<file path="config.mk">
export PLATFORM = sky130hd
export DESIGN_NAME = status_led_blink_sequencer_flat
export DESIGN_NICKNAME = d
export VERILOG_FILES = /design/src/hw/rtl/slbs_pkg.sv /design/src/hw/rtl/slbs_in_if.sv /design/src/hw/rtl/slbs_out_if.sv /design/src/hw/rtl/slbs_cfg_if.sv /design/src/hw/rtl/slbs_step.sv /design/src/hw/rtl/status_led_blink_sequencer.sv /design/src/flat_wrapper.sv
export SDC_FILE = /design/constraint.sdc
export NUM_CORES = 1
export LEC_CHECK = 0
export ABC_AREA = 1
export BUFFER_PORTS_ARGS = -buffer_cell sky130_fd_sc_hd__buf_4
export CORE_ASPECT_RATIO = 1.75
export CORE_MARGIN = 1.5
export CORE_UTILIZATION = 34
export CTS_BUF_LIST = sky130_fd_sc_hd__clkbuf_16
export CTS_CLUSTER_DIAMETER = 60
export DETAILED_ROUTE_END_ITERATION = 8
export PLACE_DENSITY = 0.5
export SLEW_MARGIN = 40
export SYNTH_ARGS = -nofsm -noshare
export SYNTH_HDL_FRONTEND = slang
export SYNTH_SLANG_ARGS = --single-unit
</file>
<file path="constraint.sdc">
create_clock -name i_clk -period 2.9 [get_ports i_clk]
set_input_delay 0.435 -clock i_clk [delete_from_list [all_inputs] [get_ports i_clk]]
set_output_delay 0.435 -clock i_clk [all_outputs]
set_load 0.01 [all_outputs]
</file>
<file path="src/hw/rtl/slbs_pkg.sv">
// ----------------------------------------------------------------------------
// slbs_pkg - status LED blink sequencer shared definitions
// Codes, state record and the status pattern table.
// ----------------------------------------------------------------------------
package slbs_pkg;

    localparam int BLIP_FLASHES_DEF = 2;

    localparam int MS_W  = 14;
    localparam int COL_W = 24;

    // func codes
    localparam logic [1:0] FUNC_TICK   = 2'd0;
    localparam logic [1:0] FUNC_STATUS = 2'd1;
    localparam logic [1:0] FUNC_BLIP   = 2'd2;

    // led_kind codes
    localparam logic [1:0] KIND_NONE  = 2'd0;
    localparam logic [1:0] KIND_PLAIN = 2'd1;
    localparam logic [1:0] KIND_RGB   = 2'd2;

    // pulse phase codes
    localparam logic [1:0] PH_BOUNDARY = 2'd0;
    localparam logic [1:0] PH_LIT      = 2'd1;
    localparam logic [1:0] PH_DARK     = 2'd2;

    // pending blip codes
    localparam logic [1:0] BLIP_NONE = 2'd0;
    localparam logic [1:0] BLIP_OK   = 2'd1;
    localparam logic [1:0] BLIP_FAIL = 2'd2;

    // status codes
    localparam logic [2:0] ST_OFF       = 3'd0;
    localparam logic [2:0] ST_WATCHING  = 3'd1;
    localparam logic [2:0] ST_MISSING   = 3'd2;
    localparam logic [2:0] ST_WAKING    = 3'd3;
    localparam logic [2:0] ST_NO_NET    = 3'd4;
    localparam logic [2:0] ST_NOT_CONF  = 3'd5;

    localparam logic [MS_W-1:0]  BLIP_ON_MS  = 14'd60;
    localparam logic [MS_W-1:0]  BLIP_OFF_MS = 14'd60;
    localparam logic [COL_W-1:0] COL_WHITE   = 24'h282828;
    localparam logic [COL_W-1:0] COL_RED     = 24'h3C0000;

    typedef struct packed {
        logic [COL_W-1:0] colour;
        logic [MS_W-1:0]  on_ms;
        logic [MS_W-1:0]  off_ms;
    } t_pattern;

    typedef struct packed {
        logic [2:0]       shown_status;
        logic [1:0]       blip_pending;
        logic             blip_success;
        logic [1:0]       flashes_left;
        logic [1:0]       phase;
        logic [MS_W-1:0]  ms_left;
        logic [COL_W-1:0] colour;
        logic [MS_W-1:0]  dark_len;
    } t_state;

    function automatic t_pattern status_pattern(input logic [2:0] status);
        t_pattern p;
        case (status)
            ST_WATCHING: p = '{24'h000C00, 14'd40,  14'd4960};
            ST_MISSING:  p = '{24'h140C00, 14'd120, 14'd880};
            ST_WAKING:   p = '{24'h280000, 14'd120, 14'd200};
            ST_NO_NET:   p = '{24'h1E0800, 14'd300, 14'd300};
            ST_NOT_CONF: p = '{24'h00001E, 14'd500, 14'd500};
            default:     p = '{24'h06000C, 14'd30,  14'd9970}; // off and unknown
        endcase
        return p;
    endfunction

endpackage

</file>
<file path="src/hw/rtl/slbs_in_if.sv">
// ----------------------------------------------------------------------------
// slbs_in_if - command channel
// One beat is a tick, a status change or a blip request.
// ----------------------------------------------------------------------------
interface slbs_in_if;
    logic       valid;
    logic       ready;
    logic [1:0] func;
    logic [2:0] status;
    logic       success;

    modport source (output valid, output func, output status, output success, input ready);
    modport sink   (input valid, input func, input status, input success, output ready);
endinterface

</file>
<file path="src/hw/rtl/slbs_out_if.sv">
// ----------------------------------------------------------------------------
// slbs_out_if - LED level channel
// One beat carries the RGB drive and the plain lamp level.
// ----------------------------------------------------------------------------
interface slbs_out_if;
    logic       valid;
    logic       ready;
    logic [7:0] red;
    logic [7:0] green;
    logic [7:0] blue;
    logic       lamp_on;

    modport source (output valid, output red, output green, output blue, output lamp_on,
                    input ready);
    modport sink   (input valid, input red, input green, input blue, input lamp_on,
                    output ready);
endinterface

</file>
<file path="src/hw/rtl/slbs_cfg_if.sv">
// ----------------------------------------------------------------------------
// slbs_cfg_if - configuration write channel
// One beat writes the LED kind register.
// ----------------------------------------------------------------------------
interface slbs_cfg_if;
    logic       valid;
    logic       ready;
    logic [1:0] led_kind;

    modport source (output valid, output led_kind, input ready);
    modport sink   (input valid, input led_kind, output ready);
endinterface

</file>
<file path="src/hw/rtl/slbs_step.sv">
// ----------------------------------------------------------------------------
// slbs_step - next-state logic of the sequencer
// Tick countdown, phase changes, blip arbitration and status lookup.
// ----------------------------------------------------------------------------
module slbs_step #(
    parameter int BLIP_FLASHES = slbs_pkg::BLIP_FLASHES_DEF
) (
    input  slbs_pkg::t_state i_state,
    input  logic [1:0]       i_func,
    input  logic [2:0]       i_status,
    input  logic             i_success,
    output slbs_pkg::t_state o_next
);

    always_comb begin
        slbs_pkg::t_state s;
        slbs_pkg::t_pattern p;
        s = i_state;
        p = slbs_pkg::status_pattern(i_state.shown_status);
        case (i_func)
            slbs_pkg::FUNC_TICK: begin
                if (s.phase != slbs_pkg::PH_BOUNDARY) begin
                    if (s.ms_left != '0) begin
                        s.ms_left = s.ms_left - 1'b1;
                    end
                    if (s.ms_left == '0) begin
                        if (s.phase == slbs_pkg::PH_LIT) begin
                            s.colour  = '0;
                            s.ms_left = s.dark_len;
                            s.phase   = (s.dark_len == '0) ? slbs_pkg::PH_BOUNDARY
                                                           : slbs_pkg::PH_DARK;
                        end else begin
                            s.phase = slbs_pkg::PH_BOUNDARY;
                        end
                    end
                end
                // new pulse starts on the same tick as the boundary
                if (s.phase == slbs_pkg::PH_BOUNDARY) begin
                    s.phase = slbs_pkg::PH_LIT;
                    if (s.flashes_left != '0 || s.blip_pending != slbs_pkg::BLIP_NONE) begin
                        if (s.flashes_left != '0) begin
                            s.flashes_left = s.flashes_left - 1'b1;
                        end else begin
                            s.blip_success = (s.blip_pending == slbs_pkg::BLIP_OK);
                            s.blip_pending = slbs_pkg::BLIP_NONE;
                            s.flashes_left = 2'(BLIP_FLASHES - 1);
                        end
                        s.colour   = s.blip_success ? slbs_pkg::COL_WHITE : slbs_pkg::COL_RED;
                        s.ms_left  = slbs_pkg::BLIP_ON_MS;
                        s.dark_len = slbs_pkg::BLIP_OFF_MS;
                    end else begin
                        s.colour   = p.colour;
                        s.ms_left  = p.on_ms;
                        s.dark_len = p.off_ms;
                    end
                end
            end
            slbs_pkg::FUNC_STATUS: s.shown_status = i_status;
            slbs_pkg::FUNC_BLIP:   s.blip_pending = i_success ? slbs_pkg::BLIP_OK
                                                              : slbs_pkg::BLIP_FAIL;
            default: ;             // unused code, no change
        endcase
        o_next = s;
    end

endmodule

</file>
<file path="src/hw/rtl/status_led_blink_sequencer.sv">
// ----------------------------------------------------------------------------
// status_led_blink_sequencer - status LED pulse and blip sequencer
// Drives an RGB or plain status LED from millisecond ticks and events.
// ----------------------------------------------------------------------------
// Every command beat (tick, status change, blip request) yields exactly one
// LED level beat, showing the colour after that command has been applied.
// One beat is taken per clock while the output is not stalled: the
// sequencer state and the output register both update at the accepting
// edge, and the result is presented from the next cycle.
// A new command is taken while a finished result is being drained; the only
// thing that holds input off is a full output register with o_out.ready low.
// A pulse is lit for the status on-time and dark for its off-time, counted
// in tick beats; a pending blip is only looked at on a pulse boundary, then
// plays BLIP_FLASHES flashes of 60 ms lit / 60 ms dark (white on success,
// red on failure). led_kind selects RGB output, a plain lamp level, or
// nothing. Write led_kind only while idle. No clearing pass after reset.
// ----------------------------------------------------------------------------
module status_led_blink_sequencer #(
    parameter int BLIP_FLASHES = slbs_pkg::BLIP_FLASHES_DEF
) (
    input  logic        i_clk,
    input  logic        i_rst_n,
    slbs_in_if.sink     i_in,
    slbs_cfg_if.sink    i_cfg,
    slbs_out_if.source  o_out
);

    slbs_pkg::t_state r_state;
    slbs_pkg::t_state n_state;
    logic [1:0]       r_kind;
    logic             r_out_valid;
    logic [7:0]       r_red;
    logic [7:0]       r_green;
    logic [7:0]       r_blue;
    logic             r_lamp;
    logic             in_fire;

    // take a beat whenever the result register is free or drains this cycle
    assign i_in.ready  = !r_out_valid || o_out.ready;
    assign in_fire     = i_in.valid && i_in.ready;
    assign i_cfg.ready = 1'b1;

    slbs_step #(
        .BLIP_FLASHES (BLIP_FLASHES)
    ) u_step (
        .i_state   (r_state),
        .i_func    (i_in.func),
        .i_status  (i_in.status),
        .i_success (i_in.success),
        .o_next    (n_state)
    );

    // sequencer state; idle at a boundary showing the not-configured status
    always_ff @(posedge i_clk) begin
        if (!i_rst_n) begin
            r_state <= '{slbs_pkg::ST_NOT_CONF, slbs_pkg::BLIP_NONE, 1'b0, 2'd0,
                         slbs_pkg::PH_BOUNDARY, '0, '0, '0};
        end else if (in_fire) begin
            r_state <= n_state;
        end
    end

    // led_kind register
    always_ff @(posedge i_clk) begin
        if (!i_rst_n) begin
            r_kind <= slbs_pkg::KIND_NONE;
        end else if (i_cfg.valid) begin
            r_kind <= i_cfg.led_kind;
        end
    end

    // output register
    always_ff @(posedge i_clk) begin
        if (!i_rst_n) begin
            r_out_valid <= 1'b0;
        end else if (in_fire) begin
            r_out_valid <= 1'b1;
        end else if (o_out.ready) begin
            r_out_valid <= 1'b0;
        end
    end

    always_ff @(posedge i_clk) begin
        if (in_fire) begin
            if (r_kind == slbs_pkg::KIND_RGB) begin
                r_red   <= n_state.colour[23:16];
                r_green <= n_state.colour[15:8];
                r_blue  <= n_state.colour[7:0];
            end else begin
                r_red   <= '0;
                r_green <= '0;
                r_blue  <= '0;
            end
            r_lamp <= (r_kind == slbs_pkg::KIND_PLAIN) && (n_state.colour != '0);
        end
    end

    assign o_out.valid   = r_out_valid;
    assign o_out.red     = r_red;
    assign o_out.green   = r_green;
    assign o_out.blue    = r_blue;
    assign o_out.lamp_on = r_lamp;

    // a tick always leaves a pulse running
    a_tick_runs: assert property (@(posedge i_clk) disable iff (!i_rst_n)
        in_fire && i_in.func == slbs_pkg::FUNC_TICK |=> r_state.phase != slbs_pkg::PH_BOUNDARY)
        else $error("pulse not started on tick");

    // dark phase shows black
    a_dark_black: assert property (@(posedge i_clk) disable iff (!i_rst_n)
        r_state.phase == slbs_pkg::PH_DARK |-> r_state.colour == '0)
        else $error("colour lit during dark phase");

    // owed flashes only exist inside a running pulse
    a_flash_owed: assert property (@(posedge i_clk) disable iff (!i_rst_n)
        r_state.flashes_left != '0 |-> r_state.phase != slbs_pkg::PH_BOUNDARY)
        else $error("blip flash owed at idle boundary");

endmodule
</file>
<file path="src/flat_wrapper.sv">
// flat-port wrapper written by rule: the top's interface ports become plain ports
module status_led_blink_sequencer_flat 
#(
    parameter int BLIP_FLASHES = slbs_pkg::BLIP_FLASHES_DEF
)
  (i_clk, i_rst_n, i_in_valid, i_in_func, i_in_status, i_in_success, i_in_ready, i_cfg_valid, i_cfg_led_kind, i_cfg_ready, o_out_valid, o_out_red, o_out_green, o_out_blue, o_out_lamp_on, o_out_ready);
  slbs_in_if i_in_i ();
  slbs_cfg_if i_cfg_i ();
  slbs_out_if o_out_i ();
  input  logic i_clk;
  input  logic i_rst_n;
  input wire logic [$bits(i_in_i.valid)-1:0] i_in_valid;
  input wire logic [$bits(i_in_i.func)-1:0] i_in_func;
  input wire logic [$bits(i_in_i.status)-1:0] i_in_status;
  input wire logic [$bits(i_in_i.success)-1:0] i_in_success;
  output wire logic [$bits(i_in_i.ready)-1:0] i_in_ready;
  input wire logic [$bits(i_cfg_i.valid)-1:0] i_cfg_valid;
  input wire logic [$bits(i_cfg_i.led_kind)-1:0] i_cfg_led_kind;
  output wire logic [$bits(i_cfg_i.ready)-1:0] i_cfg_ready;
  output wire logic [$bits(o_out_i.valid)-1:0] o_out_valid;
  output wire logic [$bits(o_out_i.red)-1:0] o_out_red;
  output wire logic [$bits(o_out_i.green)-1:0] o_out_green;
  output wire logic [$bits(o_out_i.blue)-1:0] o_out_blue;
  output wire logic [$bits(o_out_i.lamp_on)-1:0] o_out_lamp_on;
  input wire logic [$bits(o_out_i.ready)-1:0] o_out_ready;
  assign i_in_i.valid = i_in_valid;
  assign i_in_i.func = i_in_func;
  assign i_in_i.status = i_in_status;
  assign i_in_i.success = i_in_success;
  assign i_in_ready = i_in_i.ready;
  assign i_cfg_i.valid = i_cfg_valid;
  assign i_cfg_i.led_kind = i_cfg_led_kind;
  assign i_cfg_ready = i_cfg_i.ready;
  assign o_out_valid = o_out_i.valid;
  assign o_out_red = o_out_i.red;
  assign o_out_green = o_out_i.green;
  assign o_out_blue = o_out_i.blue;
  assign o_out_lamp_on = o_out_i.lamp_on;
  assign o_out_i.ready = o_out_ready;
  status_led_blink_sequencer #(.BLIP_FLASHES(BLIP_FLASHES)) u_core (.i_clk(i_clk), .i_rst_n(i_rst_n), .i_in(i_in_i), .i_cfg(i_cfg_i), .o_out(o_out_i));
endmodule
</file>
# --- Yosys cells after proc, flatten, opt, wreduce, memory -nomap -nowiden ---
# Cells that the tools add are included.
word_totals:
  regBits: 90
op_classes:
  addsub: 2
  muxes: 24
  reduce_logical: 22
  n_eq_ne: 15
ops:
  columns: ["op", "count"]
  rows:
  - ["case mux 50 bit (5 select lines)", 1]
  - ["two-way mux 40 bit", 3]
  - ["two-way mux 38 bit", 2]
  - ["two-way mux 59 bit", 1]
  - ["two-way mux 52 bit", 1]
  - ["two-way mux 14 bit", 3]
  - ["logical NOT 14 bit", 2]
  - ["nonzero test 24 bit", 1]
  - ["two-way mux 21 bit", 1]
  - ["nonzero test 14 bit", 1]
  - ["subtractor 14 x 1 -> 14 bit (second input constant)", 1]
  - ["two-way mux 3 bit", 4]
  - ["nonzero test 2 bit", 5]
  - ["== test 2 x 1 -> 1 bit (second input constant)", 4]
  - ["two-way mux 2 bit", 4]
  - ["== test 3 x 2 -> 1 bit (second input constant)", 2]
  - ["== test 3 bit (second input constant)", 2]
  - ["!= test 2 bit (second input constant)", 3]
  - ["AND reduction 3 bit", 2]
  - ["two-way mux 5 bit", 1]
  - ["AND reduction 5 bit", 1]
  - ["== test 2 bit (second input constant)", 2]
  - ["logical NOT 2 bit", 2]
  - ["case mux 2 bit (2 select lines)", 1]
  - ["other kinds (9)", 13]

# --- Longest topological paths before layout ---
# Gate-level depths: netlist of the first run.
depth:
  ltp_word: 17
  ltp_mapped: 21
  depth_no_buf: 20

# --- Cells and area by module ---
# From an unflattened synthesis of the first run, not the netlist that was laid out.
hier_totals:
  hier_cells: 811
  hier_area_um2: 5424.0
by_module_without_submodules:
  columns: ["mod", "seq_area_each_um2", "cells_each", "n_inst", "area_each_um2"]
  rows:
  - ["status_led_blink_sequencer", 2052.0, 363, 1, 3260.6]
  - ["slbs_step", 0.0, 448, 1, 2163.3]

# --- Worst setup path after synthesis of the first run ---
# Ideal clock, no wire load.
synth_timing:
  path_type: "register to register"
  start: "register u_core.r_state[38] (netlist bit)"
  end: "register u_core.r_lamp, in the netlist u_core.o_out.lamp_on (data pin)"
  arrival_time_ps: 2249
  required_ps: 2648
  slack_ps: 399
  synth_period_minus_slack_ps: 2501
  path_stages_with_launch: 20
  setup_time_ps: 252
  path_cell_list: "dfxtp_1 > inv_1 > ha_1 > nand3_1 > nor2_1 > nand3_1 > nand2_1 > nand2_1 > nor2_1 > nand3_2 > o21bai_4 > buf_6 > nand2_4 > buf_6 > nand2_2 > nand3_1 > nor2_1 > nand3_1 > nor2_1 > nor2_1"
synth_between:
  elab_chain_cells: 13
  word_cells_on_any_way: 14
  cone_classes: "add/sub (1); mux (8); reduce/logical (5)"
synth_lines:
  columns: ["element", "line_no", "source"]
  rows:
  - ["start: declaration", "status_led_blink_sequencer.sv:28", "slbs_pkg::t_state r_state;"]
  - ["start signal: assignment", "status_led_blink_sequencer.sv:56", "r_state <= '{slbs_pkg::ST_NOT_CONF, slbs_pkg::BLIP_NONE, 1'b0, 2'd0,"]
  - ["start signal: assignment", "status_led_blink_sequencer.sv:59", "r_state <= n_state;"]
  - ["subtractor 14 x 1 -> 14 bit or nonzero test 14 bit (tied branches)", "slbs_step.sv:24, slbs_step.sv:23", null]
  - ["two-way mux 14 bit (*)", "slbs_step.sv:23", "if (s.ms_left != '0) begin"]
  - ["two-way mux 14 bit (*)", "slbs_step.sv:22", "if (s.phase != slbs_pkg::PH_BOUNDARY) begin"]
  - ["two-way mux 14 bit (*)", "slbs_step.sv:20", "case (i_func)"]
  - ["logical NOT 14 bit (*)", "slbs_step.sv:26", "if (s.ms_left == '0) begin"]
  - ["two-way mux 40 bit (*)", "slbs_step.sv:26", null]
  - ["two-way mux 40 bit (*)", "slbs_step.sv:22", null]
  - ["two-way mux 40 bit (*)", "slbs_step.sv:20", null]
  - ["logical NOT 2 bit", "slbs_step.sv:38", "if (s.phase == slbs_pkg::PH_BOUNDARY) begin"]
  - ["two-way mux 59 bit (*)", "slbs_step.sv:38", null]
  - ["two-way mux 38 bit (*)", "slbs_step.sv:20", null]
  - ["nonzero test 24 bit (*)", "status_led_blink_sequencer.sv:94", "r_lamp <= (r_kind == slbs_pkg::KIND_PLAIN) && (n_state.colour != '0);"]
  - ["logical AND 1 bit (*)", "status_led_blink_sequencer.sv:94", null]
  - ["end signal: assignment", "status_led_blink_sequencer.sv:94", null]
  - ["end: declaration", "status_led_blink_sequencer.sv:35", "logic r_lamp;"]
# Every way passes the cells marked *; elsewhere a longest branch is shown, timed or not. The select of a mux whose other input is x is not followed.
# A chain may end at the register's enable or synchronous reset.

# --- Final worst setup path of the first run ---
layout_timing:
  start: "register u_core.r_state[45] (netlist bit)"
  end: "register u_core.r_state[44] (netlist bit)"
layout_between:
  elab_chain_cells: 11
  word_cells_on_any_way: 14
  cone_classes: "add/sub (1); eq/ne (1); mux (8); reduce/logical (4)"
layout_lines:
  columns: ["element", "line_no"]
  rows:
  - ["subtractor 14 x 1 -> 14 bit or nonzero test 14 bit (tied branches)", "slbs_step.sv:24, slbs_step.sv:23"]
  - ["two-way mux 14 bit (*)", "slbs_step.sv:23"]
  - ["two-way mux 14 bit (*)", "slbs_step.sv:22"]
  - ["two-way mux 14 bit (*)", "slbs_step.sv:20"]
  - ["logical NOT 14 bit", "slbs_step.sv:26"]
  - ["two-way mux 40 bit (*)", "slbs_step.sv:26"]
  - ["two-way mux 40 bit (*)", "slbs_step.sv:22"]
  - ["two-way mux 40 bit (*)", "slbs_step.sv:20"]
  - ["logical NOT 2 bit", "slbs_step.sv:38"]
  - ["!= test 3 bit (no line)", null]
  - ["AND reduction 3 bit (no line)", null]
# Marked as above.

==> impl_metrics.env, run 1 <==
export IMPL_dp_hpwl_um=9770
export IMPL_coreArea_um2=12900
export IMPL_synth_fp_nets=630
export IMPL_cts_sinks=86
export IMPL_die_area_um2=14000
export IMPL_nNetsFinal=696
export IMPL_synth_top_area_share_pct=27.1
export IMPL_antenna_left=0
export IMPL_rrSetupSlack_ns=0.18
export IMPL_synth_area_leader_cell="dfxtp_1"
export IMPL_finalSetupViolCount=0
export IMPL_grt_max_degree=34
export IMPL_syn_cell_area_um2=4500
export IMPL_cts_hold_buf=0
export IMPL_cts_buffers=9
export IMPL_p_total_mw=3.09
export IMPL_multi_input_area_um2=2210
export IMPL_ys_async_sr_fraction_pct=0
export IMPL_place_ws_ns=-0.112
export IMPL_hp_start="i_in_status[2]"
export IMPL_synth_edff_count=25
export IMPL_hold_violations=0
export IMPL_crit_chain="nor2_2 -> nand2_4 -> nor2_4 -> nand3_4 -> buf_12 -> nand2_1 -> nand2_1 -> inv_1 -> nand3_2 -> o21bai_4 -> buf_6 -> nand2_4 -> nor2_1 -> buf_4 -> inv_2 -> nor3_4 -> buf_4 -> nand2_1 -> a31oi_1"
export IMPL_maxSlewViolCount=0
export IMPL_rsz0062_at_grt="false"
export IMPL_slew_headroom_pct=57.0
export IMPL_crit_buf_inv=6
export IMPL_holdPathStages=3
export IMPL_io_buffers=39
export IMPL_peakVddDrop_v=0.000318
export IMPL_core_rowCount=55
export IMPL_hold_worst_slack_ns=0.304
export IMPL_r2r_cells=19
export IMPL_first_iter_violations=249
export IMPL_fin_skew_ns=0.00569
export IMPL_wl_per_cell_um=15.0
export IMPL_path_class="reg2reg"
export IMPL_syn_inst=613
export IMPL_hold_class="in2reg"
export IMPL_pin_count=41
export IMPL_seq_area_um2=1970
export IMPL_reg2reg_from="u_core.r_state[45]"
export IMPL_min_to="u_core.r_state[61]"
export IMPL_cp_arrival_ns=2.99
export IMPL_clkTransAtPathRegs_ns=0.06
export IMPL_dp_cells=829
export IMPL_fin_crit_sh_pct=93.8
export IMPL_grt_pass1_wl_um=20400
export IMPL_avgSynthCellArea_um2=7.34
export IMPL_htreeDepth=3
export IMPL_place_gp_congestion=0.933
export IMPL_clockRootBuffer="clkbuf_16"
export IMPL_crit_fanout=6
export IMPL_slowest_stage="dfxtp_1"
export IMPL_final_common_cell="nand2_1"
export IMPL_max_stage_delay_ns=0.37
export IMPL_yosysWarnings=0
export IMPL_num_vias=4165
export IMPL_die_w_um=90.0
export IMPL_drt_vias_per_instance=4.87
export IMPL_path_common_cell="nand2_1"
export IMPL_cap_violations=0
export IMPL_end_kind="flop"
export IMPL_cp_data_required_time_ns=3.17
export IMPL_drive_above_1_share_pct=20.9
export IMPL_overflow=0
export IMPL_clock_latency_ns=0.34
export IMPL_cp_top_family="simple AND/OR/NAND/NOR gates"
export IMPL_status="completed"
export IMPL_drc_errors=0
export IMPL_antenna_found_initial=0
export IMPL_cts_buffer_depth=2
export IMPL_insertedDiodeCount=0
export IMPL_period_minus_slack_ns=2.72
export IMPL_tightest_slew_ns=0.644
export IMPL_worstSetupStartpointType="flop"
export IMPL_routed_wl_um=12800
export IMPL_synthDistinctLibCells=42
export IMPL_grtUsageTotal_pct=19.0
export IMPL_fin_cells=855
export IMPL_synth_seq_cells=86
export IMPL_start_util_pct=34.8
export IMPL_worst_slack_ns=0.180
export IMPL_layout_common_cells="nand2_1, inv_1, buf_4, dfxtp_1, nor2_1"
export IMPL_fmax_ghz=0.368
export IMPL_drt_pass1_iter_count=4
export IMPL_cts_tree="yes"
export IMPL_p_leak_nw=2.50
export IMPL_setup_tns_ns=0
export IMPL_p_per_area_nw_per_um2=556
export IMPL_r2r_end="u_core.r_state[44]"
export IMPL_synthToLayoutAreaGrowth_pct=23.3
export IMPL_synth_area_top_cells="dfxtp_1, edfxtp_1, nand2_1"
export IMPL_fillCellCount=1364
export IMPL_grt_pass1_vias=4071
export IMPL_synth_ff_type="dfxtp_1"
export IMPL_die_h_um=155
export IMPL_synth_yosys_seq_area_share_pct=43.8
==> power breakdown <==
part	switching [mW]	internal, mW
clock	0.508	0.591
sequential	0.0268	1.28
combinational	0.435	0.245
total	0.970	2.12
==> synth_stat cells, types with 2 or more instances <==
cell	count
inv_1	73
o41ai_2	2
nor2_1	67
ha_1	4
o31ai_1	3
a31oi_1	7
a21oi_1	53
clkbuf_1	13
or2_2	2
nand2_4	3
buf_4	2
dfxtp_1	61
inv_2	4
buf_2	2
nand3_1	43
nor2_2	6
edfxtp_1	25
xor2_1	2
o21ai_0	33
nor2_4	6
nand2_2	7
a211oi_1	2
nand2_1	155
o211ai_1	3
nand3_2	3
nand4_1	8
buf_6	3
nor3_1	4
nor4_1	2
o21ai_1	3
==> worst min-delay path, stage by stage <==
cell	delay, ns
buf_4	0.08
a21oi_1	0.05
o21ai_0	0.06
==> per-layer routing <==
| layer | vias up | part of all wire, % | GRT usage (%) |
|---|---|---|---|
| li1 | 2136 | - | - |
| met1 | 1906 | 35 | 17.1 |
| met2 | 95 | 58 | 39.2 |
| met3 | 28 | 2.5 | 3.03 |
| met4 | 0 | 3.7 | 10.6 |
| met5 | - | 0 | 0 |
==> cells by family after synthesis <==
| family | synth area share [%] |
|---|---|
| simple gates | 31.4 |
| compound gates | 14.3 |
| buf+inv | 8.90 |
| flops | 43.8 |
| fa+ha+maj | 1.11 |
| xor+xnor | 0.389 |
| other cells | 0.0833 |
==> area by class of cell <==
cell class / instances / share of cell area (%)
clock buffers: 9 / 4.06
clock inverters: 7 / 1.04
inverters: 78 / 5.28
multi-input cells: 431 / 39.8
flip-flops and latches: 86 / 35.5
well taps: 171 / 3.86
repair buffers: 73 / 10.4
==> worst max path at each step <==
stage / to / start / cells after the start / slack (ns)
2_1_floorplan: u_core.o_out.lamp_on / u_core.r_state[38] / 19 / 0.40
3_3_place_gp: u_core.o_out.lamp_on / u_core.r_state[38] / 19 / -0.08
3_5_place_dp: u_core.o_out.lamp_on / u_core.r_state[38] / 19 / -0.11
4_1_cts: u_core.r_state[54] / u_core.r_state[38] / 19 / 0.05
5_1_grt: u_core.r_state[54] / u_core.r_state[39] / 20 / 0.004
6_report: u_core.r_state[44] / u_core.r_state[45] / 19 / 0.18
==> flip-flops by register name (all words and copies together) (netlist names) <==
register,count
u_core.o_out.valid,1
u_core.r_kind,2
u_core.o_out.blue,8
u_core.r_state,58
u_core.o_out.red,8
u_core.o_out.lamp_on,1
u_core.o_out.green,8
==> repair_timing <==
| action | CTS | global route |
|---|---|---|
| pin swaps | 1 | 14 |
| gates resized for setup | 5 | 15 |
| endpoints found under the setup margin | 1 | 30 |
| setup buffers | 1 | 7 |
| cloned | 0 | 2 |
==> stage by stage <==
step	util (%)	instance area, µm²
final	42.9	5550
after detailed placement	39.5	5110
after CTS	41.8	5410
after global routing	42.9	5550
after floorplan	-	4500
after global placement	39.5	5110
Power figures use the tool's default switching activity.
==> inputs of run 2 (changes only) <==
- RECOVER_POWER: unset -> 50
==> impl_metrics.env, run 2 (synthesized netlist as in run 1, its figures left out) <==
export IMPL_htreeDepth=3
export IMPL_drt_vias_per_instance=4.93
export IMPL_power_switching_mw=0.964
export IMPL_grt_max_degree=34
export IMPL_slowest_stage="dfxtp_1"
export IMPL_wl_per_cell_um=15.0
export IMPL_grt_pass1_wl_um=20400
export IMPL_internal_power_mw=2.10
export IMPL_worstSetupStartpointType="flop"
export IMPL_pin_count=41
export IMPL_grtUsageTotal_pct=19.0
export IMPL_cts_buffer_depth=2
export IMPL_coreArea_um2=12900
export IMPL_fin_crit_sh_pct=93.8
export IMPL_rsz0062_at_grt="false"
export IMPL_max_stage_delay_ns=0.38
export IMPL_drt_pass1_iter_count=5
export IMPL_p_sw_share_pct=31.5
export IMPL_fillCellCount=1394
export IMPL_largest_register_ffs=58
export IMPL_core_rowCount=55
export IMPL_finalSetupViolCount=0
export IMPL_worst_slack_ns=0.178
export IMPL_cts_tree="yes"
export IMPL_clock_latency_ns=0.34
export IMPL_status="completed"
export IMPL_final_common_cell="nand2_1"
export IMPL_start_util_pct=34.8
export IMPL_io_buffers=39
export IMPL_grt_pass1_vias=4071
export IMPL_drive_above_1_share_pct=16.2
export IMPL_place_gp_congestion=0.933
export IMPL_place_ws_ns=-0.112
export IMPL_cts_buffers=9
export IMPL_die_w_um=90.0
export IMPL_die_h_um=155
export IMPL_hold_class="in2reg"
export IMPL_path_common_cell="nand2_1"
export IMPL_num_vias=4214
export IMPL_clkTransAtPathRegs_ns=0.07
export IMPL_cp_depth=19
export IMPL_slew_headroom_pct=20.3
export IMPL_holdPathStages=3
export IMPL_p_leak_nw=2.38
export IMPL_r2r_cells=19
export IMPL_end_kind="flop"
export IMPL_cp_arrival_ns=2.99
export IMPL_tightest_slew_ns=1.20
export IMPL_p_total_mw=3.06
export IMPL_power_share_clock_pct=35.8
export IMPL_power_frac_seq_pct=42.7
export IMPL_p_comb_share_pct=21.5
export IMPL_overflow=0
export IMPL_antenna_left=0
export IMPL_peakVddDrop_v=0.000315
export IMPL_nNetsFinal=696
export IMPL_first_iter_violations=276
export IMPL_cts_hold_buf=0
export IMPL_fmax_ghz=0.367
export IMPL_antenna_found_initial=0
export IMPL_die_area_um2=14000
export IMPL_p_per_area_nw_per_um2=564
export IMPL_layout_common_cells="nand2_1, inv_1, dfxtp_1, nor2_1, a21oi_1"
export IMPL_largest_register="u_core.r_state"
export IMPL_routed_wl_um=12900
export IMPL_hold_violations=0
export IMPL_synthToLayoutAreaGrowth_pct=20.6
export IMPL_cp_data_required_time_ns=3.17
export IMPL_dp_hpwl_um=9770
export IMPL_crit_fanout=6
export IMPL_crit_buf_inv=6
export IMPL_path_class="reg2reg"
export IMPL_maxSlewViolCount=0
export IMPL_insertedDiodeCount=0
export IMPL_cts_sinks=86
export IMPL_crit_chain="nor2_2 -> nand2_4 -> nor2_4 -> nand3_4 -> buf_12 -> nand2_1 -> nand2_1 -> inv_1 -> nand3_2 -> o21bai_4 -> buf_6 -> nand2_4 -> nor2_1 -> buf_4 -> inv_2 -> nor3_4 -> buf_4 -> nand2_1 -> a31oi_1"
export IMPL_clockRootBuffer="clkbuf_16"
export IMPL_fin_skew_ns=0.00607
export IMPL_drc_errors=0
export IMPL_cp_top_family="simple AND/OR/NAND/NOR gates"
export IMPL_cap_violations=0
export IMPL_period_minus_slack_ns=2.72
run 2: cell count changes in the layout (fill, tap and decap cells not counted):
| cell | previous run | this run |
|---|---|---|
| clkbuf_2 | 0 | 1 |
| inv_2 | 6 | 5 |
| clkbuf_4 | 0 | 1 |
| clkbuf_1 | 0 | 31 |
| clkinv_1 | 2 | 3 |
| buf_4 | 70 | 37 |
run 2: layer usage:
layer	vias up	wire length (µm)	GRT usage, %
met5	-	0	0
met4	0	560	10.6
met1	1913	4480	17.1
met2	126	7430	39.2
li1	2137	-	-
met3	38	390	3.03
run 2: tightest hold or removal path: stages:
cell and delay (ns):
buf_4 0.08, a21oi_1 0.05, o21ai_0 0.06
run 2: stage by stage:
stage,TNS (ns),hold slack (ns),utilization [%],cells,instance area [µm²]
detailed placement,-0.112,0.429,39.5,829,5110
CTS,0,0.297,41.8,846,5410
global placement,-0.0840,0.427,39.5,829,5110
floorplan,0,0.415,-,613,4500
finish,0,0.305,42.0,855,5430
global route,0,0.309,42.0,855,5430
run 2: path summary, 6_finish.rpt:
| path | startpoint | slack (ns) | endpoint |
|---|---|---|---|
| worst min-delay path | i_in_status[2] | 0.30 | u_core.r_state[61] |
| worst max-delay path | u_core.r_state[45] | 0.18 | u_core.r_state[44] |
| worst max register to register | u_core.r_state[45] | 0.18 | u_core.r_state[44] |
| worst min register to register | u_core.r_state[55] | 0.44 | u_core.r_state[55] |
run 2: power groups by stage:
stage	combinational (mW)	clock, mW	sequential (mW)
after CTS	0.612	1.13	1.31
after global placement	0.607	0	1.33
after detailed placement	0.605	0	1.33
after global routing	0.729	1.18	1.31
final	0.659	1.10	1.31
after floorplan	0.411	0	1.34
run 2: what timing repair did:
item	in CTS	in global routing
setup buffers	1	7
resized for setup	5	15
endpoints found under the setup margin	1	30
pin swaps	1	14
gates cloned	0	2
run 2: layout make-up:
type	instances	area [µm²]	share of cell area [%]
clock buffers	9	225	4.15
repair buffers	73	458	8.44
well taps	171	214	3.94
flip-flops and latches	86	1970	36.3
multi-input cells	431	2210	40.7
inverters	78	293	5.39
clock inverters	7	57.6	1.06
==> inputs of run 3 (changes only) <==
- ABC_AREA: 1 -> unset
- PLACE_DENSITY: 0.5 -> 0.49
- SYNTH_HIERARCHICAL: unset -> 1
==> impl_metrics.env, run 3 <==
export IMPL_power_switching_mw=1.24
export IMPL_slew_headroom_pct=43.4
export IMPL_routed_wl_um=19900
export IMPL_synth_most_common_cell="a21oi_1"
export IMPL_largest_register="u_core/r_state"
export IMPL_clkTransAtPathRegs_ns=0.08
export IMPL_synth_yosys_seq_area_share_pct=39.0
export IMPL_fin_cells=969
export IMPL_worstSetupStartpointType="flop"
export IMPL_synthDistinctLibCells=72
export IMPL_dp_hpwl_um=13400
export IMPL_drc_errors=0
export IMPL_hold_class="in2reg"
export IMPL_cts_tree="yes"
export IMPL_finalSetupViolCount=84
export IMPL_place_gp_congestion=0.930
export IMPL_dp_cells=911
export IMPL_placed_cell_area_um2=6360
export IMPL_cts_buffer_depth=2
export IMPL_synth_edff_count=25
export IMPL_period_minus_slack_ns=3.54
export IMPL_p_sw_share_pct=32.2
export IMPL_synth_fp_nets=647
export IMPL_wl_met1_um=6920
export IMPL_wl_met3_um=622
export IMPL_drive_above_1_share_pct=44.6
export IMPL_wl_met2_um=11200
export IMPL_antenna_found_initial=0
export IMPL_ys_async_sr_fraction_pct=0
export IMPL_end_kind="flop"
export IMPL_synth_area_top_cells="dfxtp_1, edfxtp_1, a21oi_1"
export IMPL_fin_crit_sh_pct=122
export IMPL_syn_cell_area_um2=5260
export IMPL_fin_skew_ns=0.00976
export IMPL_fmax_ghz=0.283
export IMPL_clock_latency_ns=0.35
export IMPL_nNetsFinal=795
export IMPL_utilization_pct=51.0
export IMPL_grt_pass1_vias=5703
export IMPL_antenna_left=0
export IMPL_cts_sinks=90
export IMPL_path_class="reg2reg"
export IMPL_hold_worst_slack_ns=0.283
export IMPL_grt_max_degree=65
export IMPL_drt_pass1_iter_count=5
export IMPL_p_leak_nw=3.09
export IMPL_p_comb_share_pct=32.1
export IMPL_wl_per_cell_um=20.5
export IMPL_grt_pass1_wl_um=30600
export IMPL_top_layer="met4"
export IMPL_die_h_um=168
export IMPL_avgSynthCellArea_um2=8.36
export IMPL_power_share_clock_pct=32.5
export IMPL_grtUsageTotal_pct=23.9
export IMPL_cp_data_required_time_ns=2.99
export IMPL_worst_slack_ns=-0.638
export IMPL_synth_commonest_cells="a21oi_1, nand3_1, dfxtp_1, o21ai_1, o21ai_0"
export IMPL_core_rowCount=60
export IMPL_coreArea_um2=15200
export IMPL_synth_ff_type="dfxtp_1"
export IMPL_die_w_um=97.1
export IMPL_yosysWarnings=6
export IMPL_synth_area_leader_cell="dfxtp_1"
export IMPL_p_total_mw=3.86
export IMPL_maxSlewViolCount=0
export IMPL_peakVddDrop_v=0.000288
export IMPL_setup_tns_ns=-25.29
export IMPL_overflow=0
export IMPL_cts_buffers=9
export IMPL_tightest_slew_ns=0.848
export IMPL_p_per_area_nw_per_um2=496
export IMPL_layout_common_cells="buf_4, nand3_1, dfxtp_1, a21oi_1, o21ai_1"
export IMPL_insertedDiodeCount=0
export IMPL_synth_seq_cells=90
export IMPL_fin_area_um2=7780
export IMPL_cap_violations=0
export IMPL_crit_fanout=8
export IMPL_cp_arrival_ns=3.63
export IMPL_io_buffers=39
export IMPL_htreeDepth=3
export IMPL_place_ws_ns=-0.851
export IMPL_failed_checks="negative setup slack"
export IMPL_drt_vias_per_instance=5.77
export IMPL_hold_violations=0
export IMPL_internal_power_mw=2.62
export IMPL_die_area_um2=16300
export IMPL_pin_count=41
export IMPL_syn_inst=630
export IMPL_power_frac_seq_pct=35.4
export IMPL_first_iter_violations=246
export IMPL_final_common_cell="buf_4"
export IMPL_largest_register_ffs=62
export IMPL_num_vias=5590
export IMPL_synth_top_area_share_pct=24.7
export IMPL_synthToLayoutAreaGrowth_pct=47.7
export IMPL_clockRootBuffer="clkbuf_16"
export IMPL_rsz0062_at_grt="true"
export IMPL_status="finished, violations left"
export IMPL_start_util_pct=34.5
==> run 3: cell types whose count changed after synthesis, moves of 8 or more <==
cell | previous run | this run
a21oi_1 | 53 | 78
nand2_1 | 155 | 36
nor2_1 | 67 | 27
nand3_1 | 43 | 71
o21ai_1 | 3 | 48
o21ai_0 | 33 | 41
buf_2 | 2 | 10
inv_1 | 73 | 9
nor4_1 | 2 | 14
nand2b_1 | 0 | 10
a21o_1 | 0 | 11
and2_1 | 0 | 38
==> run 3: final timing paths <==
| kind | cells after the start | endpoint | slack, ns | from |
|---|---|---|---|---|
| min | 2 | u_core/r_state[61] | 0.28 | i_rst_n |
| max | 11 | u_core/o_out.lamp_on | -0.64 | u_core/r_state[39] |
| min reg2reg | 2 | u_core/r_state[15] | 0.49 | u_core/r_state[15] |
| max reg2reg | 11 | u_core/o_out.lamp_on | -0.64 | u_core/r_state[39] |
==> run 3: timing repair <==
item                                   in CTS  in global routing
setup endpoints to repair                  83                 84
endpoints found under the hold margin       0                  0
pin swaps                                  28                 73
hold buffers                                0                  0
setup buffers                              21                 27
cloned                                      1                  2
gates resized for setup                    96                101
==> run 3: area by class of cell <==
type | count | area, µm²
Timing Repair Buffer | 189 | 1670
Clock inverter | 7 | 90.1
Sequential cell | 90 | 2060
Clock buffer | 9 | 225
Multi-Input combinational cell | 476 | 3440
Fill cell | 1493 | 7460
Inverter | 12 | 60.1
Tap cell | 186 | 233
==> run 3: cell families after synthesis <==
| logic type | count (synthesis) | synth area share, % |
|---|---|---|
| AOI/OAI and AO/OA | 224 | 25.1 |
| buffers and inverters | 64 | 8.37 |
| xor gates and xnor gates | 5 | 0.832 |
| muxes | 9 | 1.81 |
| and+or+nand+nor | 233 | 23.9 |
| DFF | 90 | 39.0 |
| other | 1 | 0.0712 |
| adders and majority gates | 4 | 0.951 |
==> run 3: metal layers <==
metal	global-route usage, %	vias to the layer above
met1	22.9	2736
met4	15.1	0
met2	47.1	169
met5	0	-
met3	2.63	66
li1	-	2619
==> run 3: worst max-delay path, stage by stage, from the launching register on <==
cell	delay [ns]
dfxtp_2	0.34
or4_4	0.54
o41a_1	0.33
a31o_1	0.20
a2111o_1	0.39
and4b_2	0.35
o21ai_4	0.16
buf_12	0.21
and2_4	0.15
nor4_2	0.30
and4_1	0.22
a311oi_1	0.08
==> run 3: power by group through the flow <==
stage	combinational (mW)	clock (mW)	sequential [mW]
2_1_floorplan	0.514	0	1.40
6_report	1.24	1.25	1.37
3_3_place_gp	0.884	0	1.39
5_1_grt	1.31	1.33	1.37
3_5_place_dp	0.887	0	1.40
4_1_cts	1.08	1.29	1.37
